[src/hw/rtl/iyfr_pkg.sv]
// Shared types and constants for the yaw-gyro frame receiver.
// Used by the front framer, the op queue, the back executor and the top level.
package iyfr_pkg;

  localparam int FRAME_BYTES = 11;
  localparam int IDX_W       = 4;
  localparam int OUT_W       = 144;

  localparam logic [7:0] HDR_BYTE   = 8'h55;
  localparam logic [7:0] TYPE_RATE  = 8'h52;
  localparam logic [7:0] TYPE_ANGLE = 8'h53;

  localparam logic [IDX_W-1:0] LAST_IDX   = IDX_W'(FRAME_BYTES - 1);
  localparam logic [IDX_W-1:0] IDX_TYPE   = 4'd1;
  localparam logic [IDX_W-1:0] IDX_RAW_LO = 4'd6;
  localparam logic [IDX_W-1:0] IDX_RAW_HI = 4'd7;
  localparam logic [IDX_W-1:0] IDX_VER_LO = 4'd8;
  localparam logic [IDX_W-1:0] IDX_VER_HI = 4'd9;

  localparam logic [1:0] FUNC_BYTE      = 2'd0;
  localparam logic [1:0] FUNC_TICK      = 2'd1;
  localparam logic [1:0] FUNC_READ_FLAG = 2'd2;
  localparam logic [1:0] FUNC_CLR_TURNS = 2'd3;

  localparam logic [1:0] DONE_NONE = 2'd0;
  localparam logic [1:0] DONE_OK   = 2'd1;
  localparam logic [1:0] DONE_BAD  = 2'd2;

  localparam logic [2:0] OP_NONE      = 3'd0;
  localparam logic [2:0] OP_TICK      = 3'd1;
  localparam logic [2:0] OP_READ_FLAG = 3'd2;
  localparam logic [2:0] OP_CLR_TURNS = 3'd3;
  localparam logic [2:0] OP_RATE      = 3'd4;
  localparam logic [2:0] OP_ANGLE     = 3'd5;
  localparam logic [2:0] OP_OTHER     = 3'd6;
  localparam logic [2:0] OP_BAD       = 3'd7;

  localparam logic signed [24:0] ANGLE_SCALE = 25'sd360;
  localparam logic signed [27:0] RATE_SCALE  = 28'sd4000;
  localparam logic signed [16:0] TURN_DEG    = 17'sd360;
  localparam logic signed [25:0] HALF_TURN   = 26'sd11796480;

  localparam logic [2:0] REG_OFFLINE_TIMEOUT = 3'd0;
  localparam logic [15:0] TIMEOUT_RESET      = 16'd500;

  typedef struct packed {
    logic [2:0]         kind;
    logic signed [27:0] val;
    logic [15:0]        ver;
  } iyfr_op_t;

endpackage

[src/hw/rtl/imu_yaw_frame_receiver_core.sv]
// Yaw-gyro UART frame receiver: top level with the configuration port.
// Depends on iyfr_pkg, iyfr_front, iyfr_queue and iyfr_back.
//
// Usage:
//   Input stream: one item per transfer. in_tuser selects the item (received
//   byte, one-millisecond tick, read-and-clear of update flags, clear of the
//   turn count); in_tdata carries the byte. Every item yields one result.
//   Result stream: out_tdata carries the yaw, rate, saturated accumulated
//   angle, turn count, version word, online and update flags, and frame status.
//   Config port: one register, offline_timeout, at byte address 0; write it
//   only while no item is in flight.
//   Throughput: one item per cycle while the queue is not full. An accepted
//   item is written into the queue, then popped into the result register.
//   Reset: framer hunts for a header, the sensor state and queue clear, timeout returns to 500.
//   Stall: when out_tready is low the result register holds, the two-entry
//   queue fills, and in_tready drops until the back part drains.
module imu_yaw_frame_receiver_core import iyfr_pkg::*; (
  input  logic             clk,
  input  logic             rst_n,
  input  logic             in_tvalid,
  output logic             in_tready,
  input  logic [7:0]       in_tdata,   // [7:0] rx_byte
  input  logic [1:0]       in_tuser,   // [1:0] func
  output logic             out_tvalid,
  input  logic             out_tready,
  output logic [OUT_W-1:0] out_tdata,  // [24:0] angle_z, [52:25] rate_z,
                                       // [84:53] accumulated_angle, [116:85] turn_count,
                                       // [132:117] firmware_version, [133] online,
                                       // [134] rate_updated, [135] angle_updated,
                                       // [137:136] frame_done, [143:138] zero
  input  logic             cfg_psel,
  input  logic             cfg_penable,
  input  logic             cfg_pwrite,
  input  logic [2:0]       cfg_paddr,
  input  logic [31:0]      cfg_pwdata,
  output logic [31:0]      cfg_prdata,
  output logic             cfg_pready
);

  logic [15:0] timeout_r;
  logic        accept;
  logic        q_full;
  logic        q_valid;
  logic        q_pop;
  iyfr_op_t    front_op;
  iyfr_op_t    head_op;

  assign cfg_pready = 1'b1;
  assign cfg_prdata = (cfg_paddr == REG_OFFLINE_TIMEOUT) ? {16'h0000, timeout_r} : 32'h0;
  assign in_tready  = !q_full;
  assign accept     = in_tvalid && in_tready;

  always_ff @(posedge clk) begin
    if (!rst_n) begin
      timeout_r <= TIMEOUT_RESET;
    end else if (cfg_psel && cfg_penable && cfg_pwrite && cfg_pready &&
                 (cfg_paddr == REG_OFFLINE_TIMEOUT)) begin
      timeout_r <= cfg_pwdata[15:0];
    end
  end

  iyfr_front u_front (
    .clk     (clk),
    .rst_n   (rst_n),
    .accept  (accept),
    .func    (in_tuser),
    .rx_byte (in_tdata),
    .op      (front_op)
  );

  iyfr_queue u_queue (
    .clk        (clk),
    .rst_n      (rst_n),
    .push       (accept),
    .push_op    (front_op),
    .full       (q_full),
    .pop        (q_pop),
    .head_valid (q_valid),
    .head_op    (head_op)
  );

  iyfr_back u_back (
    .clk             (clk),
    .rst_n           (rst_n),
    .head_valid      (q_valid),
    .head_op         (head_op),
    .pop             (q_pop),
    .offline_timeout (timeout_r),
    .out_tvalid      (out_tvalid),
    .out_tready      (out_tready),
    .out_tdata       (out_tdata)
  );

endmodule

[src/hw/rtl/iyfr_front.sv]
// Front part: hunts for the header, collects a frame, checks the sum and classifies each item.
// Depends on iyfr_pkg.
module iyfr_front import iyfr_pkg::*; (
  input  logic       clk,
  input  logic       rst_n,
  input  logic       accept,
  input  logic [1:0] func,
  input  logic [7:0] rx_byte,
  output iyfr_op_t   op
);

  logic             hunting_r, hunting_nxt;
  logic [IDX_W-1:0] idx_r, idx_nxt;
  logic [7:0]       sum_r, sum_nxt;
  logic [7:0]       type_r, raw_lo_r, raw_hi_r, ver_lo_r, ver_hi_r;
  logic signed [15:0] raw_s;
  logic signed [24:0] yaw_w;
  logic signed [27:0] rate_w;
  logic             store;

  assign raw_s  = signed'({raw_hi_r, raw_lo_r});
  assign yaw_w  = 25'(raw_s) * ANGLE_SCALE;
  assign rate_w = 28'(raw_s) * RATE_SCALE;
  assign store  = accept && (func == FUNC_BYTE) && !hunting_r && (idx_r < LAST_IDX);

  always_comb begin
    hunting_nxt = hunting_r;
    idx_nxt     = idx_r;
    sum_nxt     = sum_r;
    op.kind     = OP_NONE;
    op.val      = 28'sd0;
    op.ver      = {ver_hi_r, ver_lo_r};
    unique case (func)
      FUNC_TICK:      op.kind = OP_TICK;
      FUNC_READ_FLAG: op.kind = OP_READ_FLAG;
      FUNC_CLR_TURNS: op.kind = OP_CLR_TURNS;
      default: begin
        if (hunting_r) begin
          if (rx_byte == HDR_BYTE) begin
            hunting_nxt = 1'b0;
            idx_nxt     = 4'd1;
            sum_nxt     = rx_byte;
          end
        end else if (idx_r < LAST_IDX) begin
          idx_nxt = idx_r + 4'd1;
          sum_nxt = sum_r + rx_byte;
        end else begin
          hunting_nxt = 1'b1;
          idx_nxt     = '0;
          sum_nxt     = '0;
          if (sum_r != rx_byte) begin
            op.kind = OP_BAD;
          end else if (type_r == TYPE_RATE) begin
            op.kind = OP_RATE;
            op.val  = rate_w;
          end else if (type_r == TYPE_ANGLE) begin
            op.kind = OP_ANGLE;
            op.val  = 28'(yaw_w);
          end else begin
            op.kind = OP_OTHER;
          end
        end
      end
    endcase
  end

  always_ff @(posedge clk) begin
    if (!rst_n) begin
      hunting_r <= 1'b1;
      idx_r     <= '0;
      sum_r     <= '0;
    end else if (accept) begin
      hunting_r <= hunting_nxt;
      idx_r     <= idx_nxt;
      sum_r     <= sum_nxt;
    end
  end

  always_ff @(posedge clk) begin
    if (store) begin
      case (idx_r)
        IDX_TYPE:   type_r   <= rx_byte;
        IDX_RAW_LO: raw_lo_r <= rx_byte;
        IDX_RAW_HI: raw_hi_r <= rx_byte;
        IDX_VER_LO: ver_lo_r <= rx_byte;
        IDX_VER_HI: ver_hi_r <= rx_byte;
        default: ;
      endcase
    end
  end

endmodule

[src/hw/rtl/iyfr_queue.sv]
// Two-entry queue of classified ops between the front and back parts.
// Depends on iyfr_pkg.
module iyfr_queue import iyfr_pkg::*; (
  input  logic     clk,
  input  logic     rst_n,
  input  logic     push,
  input  iyfr_op_t push_op,
  output logic     full,
  input  logic     pop,
  output logic     head_valid,
  output iyfr_op_t head_op
);

  iyfr_op_t   mem_r [2];
  logic       wr_ptr_r, rd_ptr_r;
  logic [1:0] count_r;

  assign full       = (count_r == 2'd2);
  assign head_valid = (count_r != 2'd0);
  assign head_op    = mem_r[rd_ptr_r];

  always_ff @(posedge clk) begin
    if (push) begin
      mem_r[wr_ptr_r] <= push_op;
    end
  end

  always_ff @(posedge clk) begin
    if (!rst_n) begin
      wr_ptr_r <= 1'b0;
      rd_ptr_r <= 1'b0;
      count_r  <= '0;
    end else begin
      if (push) wr_ptr_r <= !wr_ptr_r;
      if (pop)  rd_ptr_r <= !rd_ptr_r;
      count_r <= count_r + 2'(push) - 2'(pop);
    end
  end

endmodule

[src/hw/rtl/iyfr_back.sv]
// Back part: applies classified ops to the sensor state and holds the result register.
// Depends on iyfr_pkg.
module iyfr_back import iyfr_pkg::*; (
  input  logic             clk,
  input  logic             rst_n,
  input  logic             head_valid,
  input  iyfr_op_t         head_op,
  output logic             pop,
  input  logic [15:0]      offline_timeout,
  output logic             out_tvalid,
  input  logic             out_tready,
  output logic [OUT_W-1:0] out_tdata
);

  logic signed [24:0] yaw_r, yaw_nxt;
  logic signed [27:0] rate_r, rate_nxt;
  logic [31:0]        turns_r, turns_nxt;
  logic [15:0]        ver_r, ver_nxt;
  logic [1:0]         upd_r, upd_seen, upd_nxt;
  logic               online_r, online_nxt;
  logic [15:0]        ticks_r, ticks_nxt, ticks_inc;
  logic [1:0]         done;
  logic signed [25:0] diff;
  logic               turns_small;
  logic signed [16:0] turn_prod;
  logic signed [32:0] turn_shift;
  logic signed [33:0] acc_w;
  logic [31:0]        acc;
  logic               out_valid_r;
  logic [OUT_W-1:0]   out_data_r;

  assign pop        = head_valid && (!out_valid_r || out_tready);
  assign out_tvalid = out_valid_r;
  assign out_tdata  = out_data_r;
  assign ticks_inc  = (ticks_r != 16'hFFFF) ? ticks_r + 16'd1 : ticks_r;
  assign diff       = 26'(signed'(head_op.val[24:0])) - 26'(yaw_r);

  always_comb begin
    yaw_nxt    = yaw_r;
    rate_nxt   = rate_r;
    turns_nxt  = turns_r;
    ver_nxt    = ver_r;
    upd_seen   = upd_r;
    online_nxt = online_r;
    ticks_nxt  = ticks_r;
    done       = DONE_NONE;
    unique case (head_op.kind)
      OP_TICK: begin
        ticks_nxt = ticks_inc;
        if (online_r && (ticks_inc >= offline_timeout)) online_nxt = 1'b0;
      end
      OP_CLR_TURNS: turns_nxt = '0;
      OP_RATE: begin
        rate_nxt    = head_op.val;
        upd_seen[0] = 1'b1;
        online_nxt  = 1'b1;
        ticks_nxt   = '0;
        done        = DONE_OK;
      end
      OP_ANGLE: begin
        yaw_nxt     = signed'(head_op.val[24:0]);
        ver_nxt     = head_op.ver;
        upd_seen[1] = 1'b1;
        online_nxt  = 1'b1;
        ticks_nxt   = '0;
        done        = DONE_OK;
        if (diff > HALF_TURN) begin
          turns_nxt = turns_r - 32'd1;
        end else if (diff < -HALF_TURN) begin
          turns_nxt = turns_r + 32'd1;
        end
      end
      OP_OTHER: done = DONE_OK;
      OP_BAD:   done = DONE_BAD;
      default: ;
    endcase
    upd_nxt = (head_op.kind == OP_READ_FLAG) ? 2'b00 : upd_seen;
  end

  // Saturate yaw plus turns times a full turn; only small turn counts can stay in range.
  assign turns_small = (turns_nxt[31:7] == {25{turns_nxt[31]}});
  assign turn_prod   = 17'(signed'(turns_nxt[7:0])) * TURN_DEG;
  assign turn_shift  = {turn_prod, 16'h0000};
  assign acc_w       = 34'(turn_shift) + 34'(yaw_nxt);

  always_comb begin
    if (!turns_small) begin
      acc = turns_nxt[31] ? 32'h8000_0000 : 32'h7FFF_FFFF;
    end else if (acc_w[33:31] != {3{acc_w[33]}}) begin
      acc = acc_w[33] ? 32'h8000_0000 : 32'h7FFF_FFFF;
    end else begin
      acc = acc_w[31:0];
    end
  end

  always_ff @(posedge clk) begin
    if (!rst_n) begin
      yaw_r       <= '0;
      rate_r      <= '0;
      turns_r     <= '0;
      ver_r       <= '0;
      upd_r       <= '0;
      online_r    <= 1'b0;
      ticks_r     <= '0;
      out_valid_r <= 1'b0;
    end else begin
      if (pop) begin
        yaw_r    <= yaw_nxt;
        rate_r   <= rate_nxt;
        turns_r  <= turns_nxt;
        ver_r    <= ver_nxt;
        upd_r    <= upd_nxt;
        online_r <= online_nxt;
        ticks_r  <= ticks_nxt;
      end
      if (pop) begin
        out_valid_r <= 1'b1;
      end else if (out_tready) begin
        out_valid_r <= 1'b0;
      end
    end
  end

  always_ff @(posedge clk) begin
    if (pop) begin
      out_data_r <= {6'b0, done, upd_seen[1], upd_seen[0], online_nxt, ver_nxt,
                     turns_nxt, acc, rate_nxt, yaw_nxt};
    end
  end

  a_online_rise: assert property (@(posedge clk) disable iff (!rst_n)
    $rose(online_r) |-> $past(pop && (head_op.kind == OP_RATE || head_op.kind == OP_ANGLE)))
    else $error("online set without a good rate or angle frame");

  a_turns_change: assert property (@(posedge clk) disable iff (!rst_n)
    (turns_r != $past(turns_r)) |->
      $past(pop && (head_op.kind == OP_ANGLE || head_op.kind == OP_CLR_TURNS)))
    else $error("turn count changed without an angle frame or clear");

  a_flags_clear: assert property (@(posedge clk) disable iff (!rst_n)
    (pop && head_op.kind == OP_READ_FLAG) |=> (upd_r == 2'b00))
    else $error("update flags not cleared after read");

  a_ticks_reset: assert property (@(posedge clk) disable iff (!rst_n)
    (pop && (head_op.kind == OP_RATE || head_op.kind == OP_ANGLE)) |=> (ticks_r == 16'd0))
    else $error("tick count not restarted by a good frame");

endmodule

[config.mk]
export PLATFORM = sky130hd
export DESIGN_NAME = imu_yaw_frame_receiver_core
export DESIGN_NICKNAME = d
export VERILOG_FILES = /design/src/hw/rtl/iyfr_pkg.sv /design/src/hw/rtl/imu_yaw_frame_receiver_core.sv /design/src/hw/rtl/iyfr_front.sv /design/src/hw/rtl/iyfr_queue.sv /design/src/hw/rtl/iyfr_back.sv
export SDC_FILE = /design/constraint.sdc
export NUM_CORES = 1
export LEC_CHECK = 0
export ABC_AREA = 1
export BUFFER_PORTS_ARGS = -buffer_cell sky130_fd_sc_hd__buf_2
export CAP_MARGIN = 20
export CORE_ASPECT_RATIO = 0.6
export CORE_MARGIN = 1
export CORE_UTILIZATION = 48
export DETAILED_ROUTE_END_ITERATION = 7
export PLACE_DENSITY = 0.69
export SLEW_MARGIN = 25
export SYNTH_ARGS = -nofsm -noshare
export SYNTH_HDL_FRONTEND = slang
export SYNTH_SLANG_ARGS = --single-unit
[constraint.sdc]
create_clock -name clk -period 9.9 [get_ports clk]
set_input_delay 0.495 -clock clk [delete_from_list [all_inputs] [get_ports clk]]
set_output_delay 0.495 -clock clk [all_outputs]
set_load 0.005 [all_outputs]
======== After elaboration in Yosys (flattened, before gate mapping) ========
Memories as Yosys holds them, arrays and structs flattened. A register that Yosys moved wholly into a read port is not among the register bits.
Cells that the tools add are included.
word-level totals
  memories ................................ 1
  RAM bits ................................ 94
  logic and storage cells ................. 137
  bits of input ports ..................... 52
  register bits ........................... 332
  output and inout port bits .............. 179
memories
  name           depth  width  read ports  clocked after Yosys merged registers in  write ports  RTL line          RTL
  u_queue.mem_r  2      47     1           1                                        1            iyfr_queue.sv:14  iyfr_op_t mem_r [2];
operators by class
  bitwise operators ....................... 1
  reductions and logical operators ........ 31
  equality and inequality tests ........... 24
  $mul .................................... 3
  mux-type cells .......................... 43
  add/sub/neg operators ................... 9
  magnitude comparators ................... 4
operators with widths
  cell                                                              count
  2-to-1 mux 32 bit                                                 6
  2-to-1 mux 28 bit                                                 4
  one-hot mux 32 bit (2 select lines)                               1
  2-to-1 mux 31 bit                                                 2
  2-to-1 mux 16 bit                                                 3
  adder 33 x 25 -> 34 bit                                           1
  adder 32 x 1 -> 32 bit (second input constant)                    1
  one-hot mux 16 bit (2 select lines)                               1
  subtractor 32 x 1 -> 32 bit (second input constant)               1
  2-to-1 mux 30 bit                                                 1
  greater-than comparator 26 x 25 -> 1 bit (second input constant)  1
  < comparator 26 x 25 -> 1 bit (second input constant)             1
  subtractor 25 x 25 -> 26 bit                                      1
  2-to-1 mux 25 bit                                                 1
  == test 24 bit                                                    1
  == test 8 x 7 -> 1 bit (second input constant)                    3
  2-to-1 mux 8 bit                                                  3
  multiplier 16 x 8 -> 23 bit (second input constant)               1
  multiplier 16 x 7 -> 22 bit (second input constant)               1
  adder 16 x 1 -> 16 bit (second input constant)                    1
  >= comparator 16 bit                                              1
  != test 16 bit (second input constant)                            1
  multiplier 8 x 7 -> 14 bit (second input constant)                1
  AND reduction 2 bit                                               7
  33 further kinds                                                  70

======== Logic depth before layout (Yosys ltp) ========
Gate-level depths: netlist (run 1).
  word-level depth ........................ 10
  depth in mapped cells ................... 57
  mapped depth without buffers ............ 53

======== Hierarchy ========
A second synthesis (run 1) with hierarchy kept.
second synthesis, totals
  cell total of the unflattened synthesis .. 3,749
  area total of the unflattened synthesis .. 29,952.5 um2
modules (own cells, without submodules)
  module                       seq. area each (um2)  cells an instance  area each (um2)  instances
  iyfr_back                    6,566.3               2,432              17,304.1         1
  iyfr_front                   1,461.4               984                7,937.6          1
  iyfr_queue                   2,922.8               179                3,739.8          1
  imu_yaw_frame_receiver_core  320.3                 154                970.9            1

======== Worst setup path before layout (run 1) ========
Ideal clock, no wire load.
  kind .................................... reg-to-reg
  start point ............................. register (tool-made name)
  end point ............................... register u_back.out_data_r[81] (netlist: u_back.out_tdata[81]) (data pin)
  arrival ................................. 9,004 ps
  setup time .............................. 253 ps
  stages on the path, launching flop included .. 52
  required time ........................... 9,647 ps
  buffers on the path ..................... 5
  period minus slack after synthesis ...... 9,257 ps
  slack ................................... 643 ps
  cells stage by stage .................... dfxtp_1 -> clkbuf_1 -> clkbuf_1 -> clkbuf_1 -> nand2_1 -> o21ai_0 -> inv_1 -> ha_1 -> nand2_1 -> nor2_1 -> nand2_1 -> nor2_1 -> nand2_1 -> nand4_1 -> nand2_2 -> nor2_2 -> nand3_1 -> a21oi_4 -> [... 16 more ...] -> a21o_1 -> a21oi_1 -> xor2_1 -> nand3_1 -> nand2_1 -> inv_1 -> ha_1 -> nand2_1 -> nand2_1 -> nand2_1 -> nand2_1 -> xnor2_1 -> nand2_1 -> nand2_1 -> buf_2 -> o21ai_0 -> nand2_1 -> nand2_1
RTL lines
  element                 RTL line          RTL
  end signal: assignment  iyfr_back.sv:126  out_data_r <= {6'b0, done, upd_seen[1], upd_seen[0], online_nxt, ver_nxt,
  end: declaration        iyfr_back.sv:30   logic [OUT_W-1:0] out_data_r;

==> results of run 1 <==
-- synthesized netlist by cell type, types with 7 or more instances --
cell / number / area share [%]
sky130_fd_sc_hd__nand2_1: 908 / 12
sky130_fd_sc_hd__inv_1: 487 / 6.6
sky130_fd_sc_hd__edfxtp_1: 266 / 29
sky130_fd_sc_hd__a21oi_1: 253 / 4.5
sky130_fd_sc_hd__nor2_1: 231 / 3.1
sky130_fd_sc_hd__ha_1: 187 / 8.4
sky130_fd_sc_hd__o21ai_0: 173 / 3.1
sky130_fd_sc_hd__dfxtp_1: 155 / 11
sky130_fd_sc_hd__nand3_1: 142 / 2.6
sky130_fd_sc_hd__fa_1: 101 / 7.3
sky130_fd_sc_hd__clkbuf_1: 87 / 1.2
sky130_fd_sc_hd__xor2_1: 80 / 2.5
sky130_fd_sc_hd__nand4_1: 46 / 1.0
sky130_fd_sc_hd__nor3_1: 44 / 0.79
sky130_fd_sc_hd__mux2_2: 40 / 1.6
sky130_fd_sc_hd__buf_4: 28 / 0.76
sky130_fd_sc_hd__xnor2_1: 17 / 0.53
sky130_fd_sc_hd__nor4_1: 14 / 0.31
sky130_fd_sc_hd__a21o_1: 9 / 0.24
sky130_fd_sc_hd__o21bai_1: 9 / 0.24
sky130_fd_sc_hd__buf_2: 8 / 0.14
sky130_fd_sc_hd__nand2_2: 8 / 0.18
sky130_fd_sc_hd__or2_2: 8 / 0.18
sky130_fd_sc_hd__buf_6: 7 / 0.28
sky130_fd_sc_hd__nor2_2: 7 / 0.16
-- area by class of cell --
class | instances | area, um^2 | area share [%]
multi-input cells | 2368 | 14350 | 46.42
flip-flops and latches | 421 | 11090 | 35.90
inverters | 497 | 1868 | 6.045
repair buffers | 230 | 1276 | 4.130
clock buffers | 56 | 1176 | 3.806
clock inverters | 20 | 195.2 | 0.6316
well taps | 759 | 949.7 | 3.073
-- cells by family (layout without fill, tap and decap cells) --
kind of cell,Yosys count,count (layout),synth area share [%]
and+or+nand+nor,1427,1427,21.21
adders and majority gates,288,288,15.67
AOI/OAI and AO/OA,493,493,9.474
other,2,23,0.02698
muxes,40,40,1.618
buffers and inverters,631,803,9.110
xor gates and xnor gates,97,97,3.052
DFF,421,421,39.84
-- stage by stage --
step	hold slack, ns	setup WS [ns]	power, mW	area [um^2]	utilization (%)
CTS	0.09712	0.2884	10.22	30850	54.52
global route	0.1223	0.07227	11.24	30900	54.62
detailed placement	0.4256	0.1263	8.554	29480	52.10
finish	0.1299	0.8065	10.27	30900	54.62
floorplan	0.4151	0.6428	7.053	27920	-
global placement	0.4210	0.3710	8.472	29470	52.08
-- power by group --
| group | switching, mW | total [mW] | internal [mW] |
|---|---|---|---|
| clock network | 0.718 | 1.62 | 0.899 |
| logic | 3.93 | 5.93 | 2.00 |
| registers | 0.251 | 2.72 | 2.47 |
| total | 4.90 | 10.3 | 5.37 |
-- sequential cells by signal, summed over array words and instances, names as in the netlist, 2 cells and up, named ones only --
signal and count:
u_back.turns_r 32, u_back.upd_r 2, u_back.ver_r 16, u_front.raw_lo_r 8
u_back.rate_r 28, u_front.type_r 8, u_queue.mem_r 88, u_front.ver_hi_r 8
u_back.out_tdata 138, u_front.raw_hi_r 8, u_front.sum_r 8, u_queue.count_r 2
u_back.yaw_r 25, u_front.idx_r 4, u_back.ticks_r 16, timeout_r 16
u_front.ver_lo_r 8
-- what timing repair did --
| item | in CTS | in global routing |
|---|---|---|
| hold buffers | 0 | 0 |
| endpoints found under the setup margin | 1 | 31 |
| resized for setup | 1 | 7 |
| pin swaps | 0 | 0 |
| cloned | 0 | 0 |
| setup buffers | 0 | 2 |
-- how the worst min path moves through the flow --
stage / endpoint / slack (ns) / cells after the start
floorplan: u_back.rate_r[0] / 0.42 / 2
global placement: u_back.rate_r[2] / 0.42 / 2
detailed placement: u_back.rate_r[2] / 0.43 / 2
CTS: timeout_r[6] / 0.1 / 3
global route: timeout_r[5] / 0.12 / 3
finish: timeout_r[5] / 0.13 / 3
-- metal layers --
layer	track usage, %	up-vias
met3	5.602	67
met2	31.59	836
met5	0	-
li1	-	11342
met4	4.578	0
met1	41.49	10262
-- worst max-delay path: cells and delay by family (launching register included) --
family | cells | cell delay [ns]
fa+ha+maj | 7 | 2.65
simple gates | 20 | 2.35
compound gates | 11 | 2.00
buf+inv | 9 | 1.04
xor+xnor | 2 | 0.38
flops | 1 | 0.36
==> results.txt, run 1 <==
The flow ran to the end, and the final reports show no timing, DRC or antenna violations. Between clock sinks in the finished design, the worst skew comes to 0.02472 ns. The biggest fanout along the worst timing path was 31. The post-detailed-route wirelength per cell came out at 16.87 um. The worst-case IR drop observed on VDD is 0.4242 mV. Summed over all nets, wire length on met2 after detailed routing comes to 26.44 mm.

For the number of unique standard cell types used by synthesis, the log shows 59. The cell with the biggest individual delay on the critical path was sky130_fd_sc_hd__fa_1. Leading cell type in the layout, fill and taps excluded: sky130_fd_sc_hd__nand2_1. The startpoint identified for the worst hold timing path is cfg_pwdata[5]. At the pin with the least slew margin, the transition time is 0.9791 ns. The number of global-route vias before repair is 20242, and the final count of pins violating max slew is 0. The synthesized netlist occupies a cell area of 27840 um^2. TritonCTS built the clock tree.

The fraction of synthesis flops using an asynchronous set or reset pin is 0%. For this run, the register share of the synthesized area comes to 39.84%. The number of clock buffers added by TritonCTS is 42. After the first detailed-routing iteration, the DRC count stood at 2234. The per-cell via count in the routed design was 5.173.

Once placement completed, the tool counted placed cells totaling 4273. Across every metal layer, demand over resource in global routing totals 24.84%. The flip-flop and latch count after synthesis was 421; the number of sinks on the clock net was 421. The tools report the maximum number of pins on one net before global-route repair as 85. Category of the critical setup timing path: register to register. After detailed routing, the wire length on met1 is 39.05 mm. In this run the static leakage power is 13.99 nW. Mean cell area of the mapped netlist: 8.190 um^2.

For the summed negative setup slack over all endpoints, the log shows 0 ns. Path type of the worst min-delay path: primary input to register. The first-pass GRT wire length came out at 114.7 mm. HPWL after detailed placement: 55.06 mm. Type of destination of the critical path: a register.

The highest layer touched by signal routing is met4. Counting flops with a built-in enable in the synthesized netlist gives 266. Counting along the longest clock path gives a buffer depth of 3. The source-to-sink clock delay at the later pin of the worst-skew pair came out at 0.60 ns. The routed design could run at a clock period as short as 9.093 ns. DRC violations left: 0. The root buffer cell chosen for the clock tree is sky130_fd_sc_hd__clkbuf_16. Clock transition at the registers of the reported paths: 0.06 ns.

The cell count after synthesis came out at 3399. The die covers 59000 um^2. Cells with a size suffix above 1 make up 10.80% of the layout. Power spread over the standard cell area amounts to 332.3 nW/um^2.

The run gives 56590 um^2 as the area inside the core boundary. The count of cells in the finished layout, fillers not included, comes to 4351. Based on the critical path, the design can be clocked at up to 110.0 MHz. STA puts the critical path data arrival time at 9.40 ns. Port buffering added 191 buffers. For this run, the post-layout net count is 3900. The total congestion overflow was 0. At the end of routability-driven placement, the weighted congestion stood at 0.9887. Among the stages of the critical path, the cell type that occurs most often is sky130_fd_sc_hd__nand2_1. The height of the die came out at 188.5 um.

In the detailed route, the total length drawn on met3 is 6.952 mm. The first detailed-routing pass ran for 5 iterations. The share of the clock period used by the worst path was 91.85%; the effective utilization at floorplan was 49.20%. In this run the critical register-to-register path is captured at u_back.out_tdata[80]. In the synthesized netlist the dominant register cell turns out to be sky130_fd_sc_hd__edfxtp_1. The filler cell count in the final layout was 5291; the delay contributed by the slowest stage of the critical path was 0.54 ns. Capturing instance or port of the critical path: u_back.out_tdata[80]. For this design the top-level I/O count stands at 231.

For this block, the via count after detailed routing is 22507. Leaving out fill and tap cells, the most frequent cells in the layout are sky130_fd_sc_hd__nand2_1, sky130_fd_sc_hd__inv_1, sky130_fd_sc_hd__edfxtp_1. Once detail routing completed, the nets flagged for antenna violations numbered 0. STA puts the critical path data required time at 10.21 ns. Max-cap violations in this run came to 0. The worst pin sits at a relative slew slack of 34.03%. The tools report the overall routed net length as 73.38 mm. The level count of the clock H-tree was 2; the total count of hold-check failures in the final report was 0.

Relative to the synthesized area, the layout overhead comes to 11.01%. Setup repair after global routing left no endpoint under its margin. The length in cells of the worst reg-to-reg path is 49, and the number of antenna violations at the first check in global routing is 0. For the number of warnings reported in the yosys synthesis log, the log shows 0.

From left edge to right edge, the die measures 312.9 um. The worst setup path is launched from a register. In this run the core area contains 67 standard-cell rows. The run gives 0 as the number of setup violations in the final report. 0 antenna diodes ended up in the layout. In this run the register-to-register setup slack is 0.81 ns.
Power figures use the tool's default switching activity.
==> inputs of run 2 (changes only) <==
- ABC_AREA: 1 -> 0
- CORE_UTILIZATION: 48 -> 54
- PLACE_DENSITY: 0.69 -> 0.76
==> results.txt, run 2 <==
The per-cell via count in the routed design is 5.798 (+12%). The proportion of layout cells with a drive suffix above 1 was 16.72% (+5.9 points). Number of flops mapped to enable cells by yosys: 266 (unchanged).

The met1 track demand over resource in global routing is 40.90% (-0.59 points). The tools report the layout net count as 3093 (-21%). The final critical-path required period was 9.561 ns (+0.4672 ns); the portion of the post-synthesis area used by sequential elements was 42.46% (+2.6 points).

The tools report the required time of the worst setup path as 10.21 ns (about the same). The total power density per cell area came out at 283.2 nW/um^2 (-15%). The mean cell area of the mapped netlist came out at 10.28 um^2 (+26%). The run gives 100 (+18%) as the maximum number of pins on one net before global-route repair. The row count is 62 (-7.5%). The synthesized instance count is 2541 (-25%), and the adder and majority gate portion of the synthesized area is 16.70% (+1.0 points).

The number of iterations in the first detailed-routing pass was 7 (+2); the data arrival at the endpoint of the critical path was 9.87 ns (+0.47 ns). The number of sinks on the clock net was 421 (unchanged). Number of flip-flops in the largest register: 138 (unchanged). STA classifies the critical path endpoint as a register. Number of standard cells in the final layout excluding fillers: 3427 (-21%).

For the DRC violations left, the log shows 0 (unchanged). Path type of the worst min-delay path: primary input to register. The met2 usage was 37.45% (+5.9 points); the effective utilization at floorplan was 54.66% (+5.5 points). The level count of the clock H-tree was 2 (unchanged); the number of buffer and inverter instances along the worst setup path was 9 (unchanged). The I/O pin count is 231 (unchanged), and the overall power after layout is 8.417 mW (-18%). In the post-synthesis netlist, the cell with the most instances is sky130_fd_sc_hd__nand2_1.

The run gives 0 (unchanged) as the number of setup violations in the final report. Area share of the largest cell type after synthesis: 30.58% (+1.9 points). The tree is rooted in a sky130_fd_sc_hd__clkbuf_16.

In the synthesized netlist, the cells that appear most often are sky130_fd_sc_hd__nand2_1, sky130_fd_sc_hd__edfxtp_1, sky130_fd_sc_hd__inv_1. For the post-synthesis cell area, the log shows 26120 um^2 (-6.2%). The area of all sequential standard cells is 11090 um^2 (unchanged). The most common flop cell mapped by yosys is sky130_fd_sc_hd__edfxtp_1.

The area inside the core boundary was 47790 um^2 (-16%). Cell with the biggest individual delay on the critical path: sky130_fd_sc_hd__mux4_2. The number of antenna repair diodes was 0 (unchanged). For the HPWL after detailed placement, the log shows 48.24 mm (-12%). The final count of pins violating max slew was 0 (unchanged). After synthesis, the largest family of logic cells by area is adder cells. The top cell types in the final layout, fill and taps aside, are sky130_fd_sc_hd__nand2_1, sky130_fd_sc_hd__edfxtp_1, sky130_fd_sc_hd__inv_1. The share of the clock period used by the worst path works out to 96.57% (+4.7 points). The cell count after placement was 3340 (-22%); the delay contributed by the slowest stage of the critical path was 0.55 ns (about the same). The top cell family by delay on the critical path is compound AO/OA/AOI/OAI gates. The number of warnings reported in the yosys synthesis log is 0 (unchanged), and the simple-gate share of the synthesized area is 13.87% (-7.3 points). The library cell used most frequently in the layout, excluding fill and tap cells, is sky130_fd_sc_hd__nand2_1. The number of unique standard cell types used by synthesis was 99 (+68%); the total cell area at the placement stage was 27970 um^2 (-5.1%). The maximum frequency from static timing analysis came out at 104.6 MHz (-4.9%).

The tools report the largest voltage drop on the vdd net as 0.2545 mV (-40%). The run gives 3 (unchanged) as the number of buffers on the longest clock path. The logs give 0 (unchanged) for the number of antenna violations at the first check in global routing and 65.90 mm (-10%) for the overall routed net length. TritonCTS built the clock tree.

The max-slew headroom at the worst pin was 32.11% (-1.9 points). The type of origin of the critical path was a register. The tools report the global-route total usage across every layer as 26.47% (+1.6 points). Sorting the synthesized cells by area gives the leading types as sky130_fd_sc_hd__edfxtp_1, sky130_fd_sc_hd__dfxtp_1, sky130_fd_sc_hd__ha_1.

The category of the critical setup timing path was register to register. The leakage power total is 13.14 nW (-6.0%), and the overall die width is 285.9 um (-8.6%). For the routability congestion estimate, the log shows 0.9371 (-5.2%). The xor/xnor share of the synthesized area came out at 2.716% (-0.34 points).

Total congestion overflow: 0 (unchanged). The tools report the floorplan die area as 49290 um^2 (-16%). The clock transition at the registers of the reported paths is 0.06 ns (about the same), and the number of max-capacitance violations reported is 0 (unchanged).

The logs give 0 (unchanged) for the residual antenna-violating net count after detailed routing and 3866 (-27%) for the filler cell count in the final layout. The cell area after layout was 29720 um^2 (-3.8%). The worst clock skew on the final layout was 0.01623 ns (-0.008499 ns).

The share of the synthesized area in compound gates (AO/OA/AOI/OAI) was 14.83% (+5.4 points); the setup slack after placement was -0.1575 ns (-0.2839 ns). The tools report the detailed router's first-iteration violation count as 2022 (-9.5%). The total via count after detailed routing is 19871 (-12%).

The layer flagged by global routing as most heavily used is met1. The proportion of synthesized area in mux cells works out to 3.243% (+1.6 points). The source-to-sink clock delay at the later pin of the worst-skew pair is 0.57 ns (-0.03 ns), and the total count of hold-check failures in the final report is 0 (unchanged). The transition time of the tightest slew-check pin works out to 1.018 ns (+0.03919 ns). Number of global-route vias before repair: 18704 (-7.6%). For the global routing usage on met3, the log shows 5.660% (+0.058 points).

The flow ran to the end, and the final reports show no timing, DRC or antenna violations. The share of the core filled with cells was 62.20% (+7.6 points). The first-pass GRT wire length came out at 102.4 mm (-11%). The setup slack after layout is 0.3394 ns (-0.4672 ns).

For the number of CTS-inserted buffers, the log shows 42 (unchanged). Growth of design area from synthesis to finish: 13.78%. The fraction of synthesis flops using an asynchronous set or reset pin is 0% (unchanged), and the post-detailed-route wirelength per cell is 19.23 um (+14%). The flip-flop and latch count after synthesis works out to 421 (unchanged). The height of the die is 172.4 um (-8.6%).

The worst setup slack for register-to-register paths was 0.34 ns (-0.47 ns); the biggest fanout along the worst timing path was 27 (-13%). The multi-input combinational cell area was 13810 um^2 (-3.7%); the count of buffers from port buffering was 191 (unchanged). The most used cell along the critical path was sky130_fd_sc_hd__ha_1. The hold buffer count at cts is 0 (unchanged). The most area-hungry cell type in the Yosys netlist was sky130_fd_sc_hd__edfxtp_1.
==> run 2: cell count changes in the layout (fill, tap and decap cells not counted), sizes merged, moves of 60 or more <==
cell   change
nand2    -604
inv      -222
a21oi    -151
nor2     -115
nand3    -104
o211a     +90
mux2i     +61
o21ai     -60
==> run 2: final timing paths <==
| path | cells past startpoint | end | start |
|---|---|---|---|
| worst min register to register | 0 | u_queue.mem_r[0][5] | u_front.ver_lo_r[5] |
| worst max-delay path | 44 | u_back.out_tdata[63] | register |
| worst min-delay path | 3 | timeout_r[2] | cfg_pwdata[2] |
| worst max register to register | 44 | u_back.out_tdata[63] | register |
==> run 2: layer usage <==
layer  vias up  part of all wire, %
met1      9584                   48
met2       851                   40
met4         0                  2.0
met5         -                    0
met3        98                  9.3
li1       9338                    -
==> run 2: what timing repair did <==
item / in CTS / in global routing
buffers inserted: 0 / 9
endpoints found under the setup margin: 31 / 31
pin swaps: 0 / 9
resized for setup: 6 / 57
==> run 2: cells by family after synthesis <==
kind of cell	after synthesis
xor+xnor	81
flops	421
fa+ha+maj	288
buf+inv	392
other cells	2
simple gates	746
compound gates	530
mux	81
==> run 2: worst reg2reg max path, delay by kind of cell, from the launching register on <==
family / cells / cell delay, ns
and+or+nand+nor: 5 / 1.19
DFF: 1 / 0.42
muxes: 3 / 1.10
adders and majority gates: 7 / 2.19
xor gates and xnor gates: 2 / 0.24
buffers and inverters: 9 / 1.21
AOI/OAI and AO/OA: 18 / 2.92
==> run 2: cell type report <==
class / instances / area share, %
Multi-Input combinational cell: 1749 / 46.48
Tap cell: 640 / 2.694
Inverter: 269 / 3.414
Timing Repair Buffer: 270 / 5.393
Clock inverter: 23 / 0.9598
Clock buffer: 55 / 3.734
Sequential cell: 421 / 37.33
==> run 2: per-stage QoR <==
step,TNS [ns],hold WS (ns)
final,0,0.1511
after detailed placement,-2.954,0.4313
after floorplan,0,0.4215
after global placement,0,0.4231
after global routing,-4.027,0.1525
after CTS,0,0.1344
==> run 2: where the power goes <==
| part | leakage [nW] | internal [mW] | switching [mW] |
|---|---|---|---|
| combinational | 8.72 | 1.64 | 2.51 |
| sequential | 3.75 | 2.41 | 0.216 |
| clock | 0.669 | 0.916 | 0.717 |
| total | 13.1 | 4.97 | 3.45 |
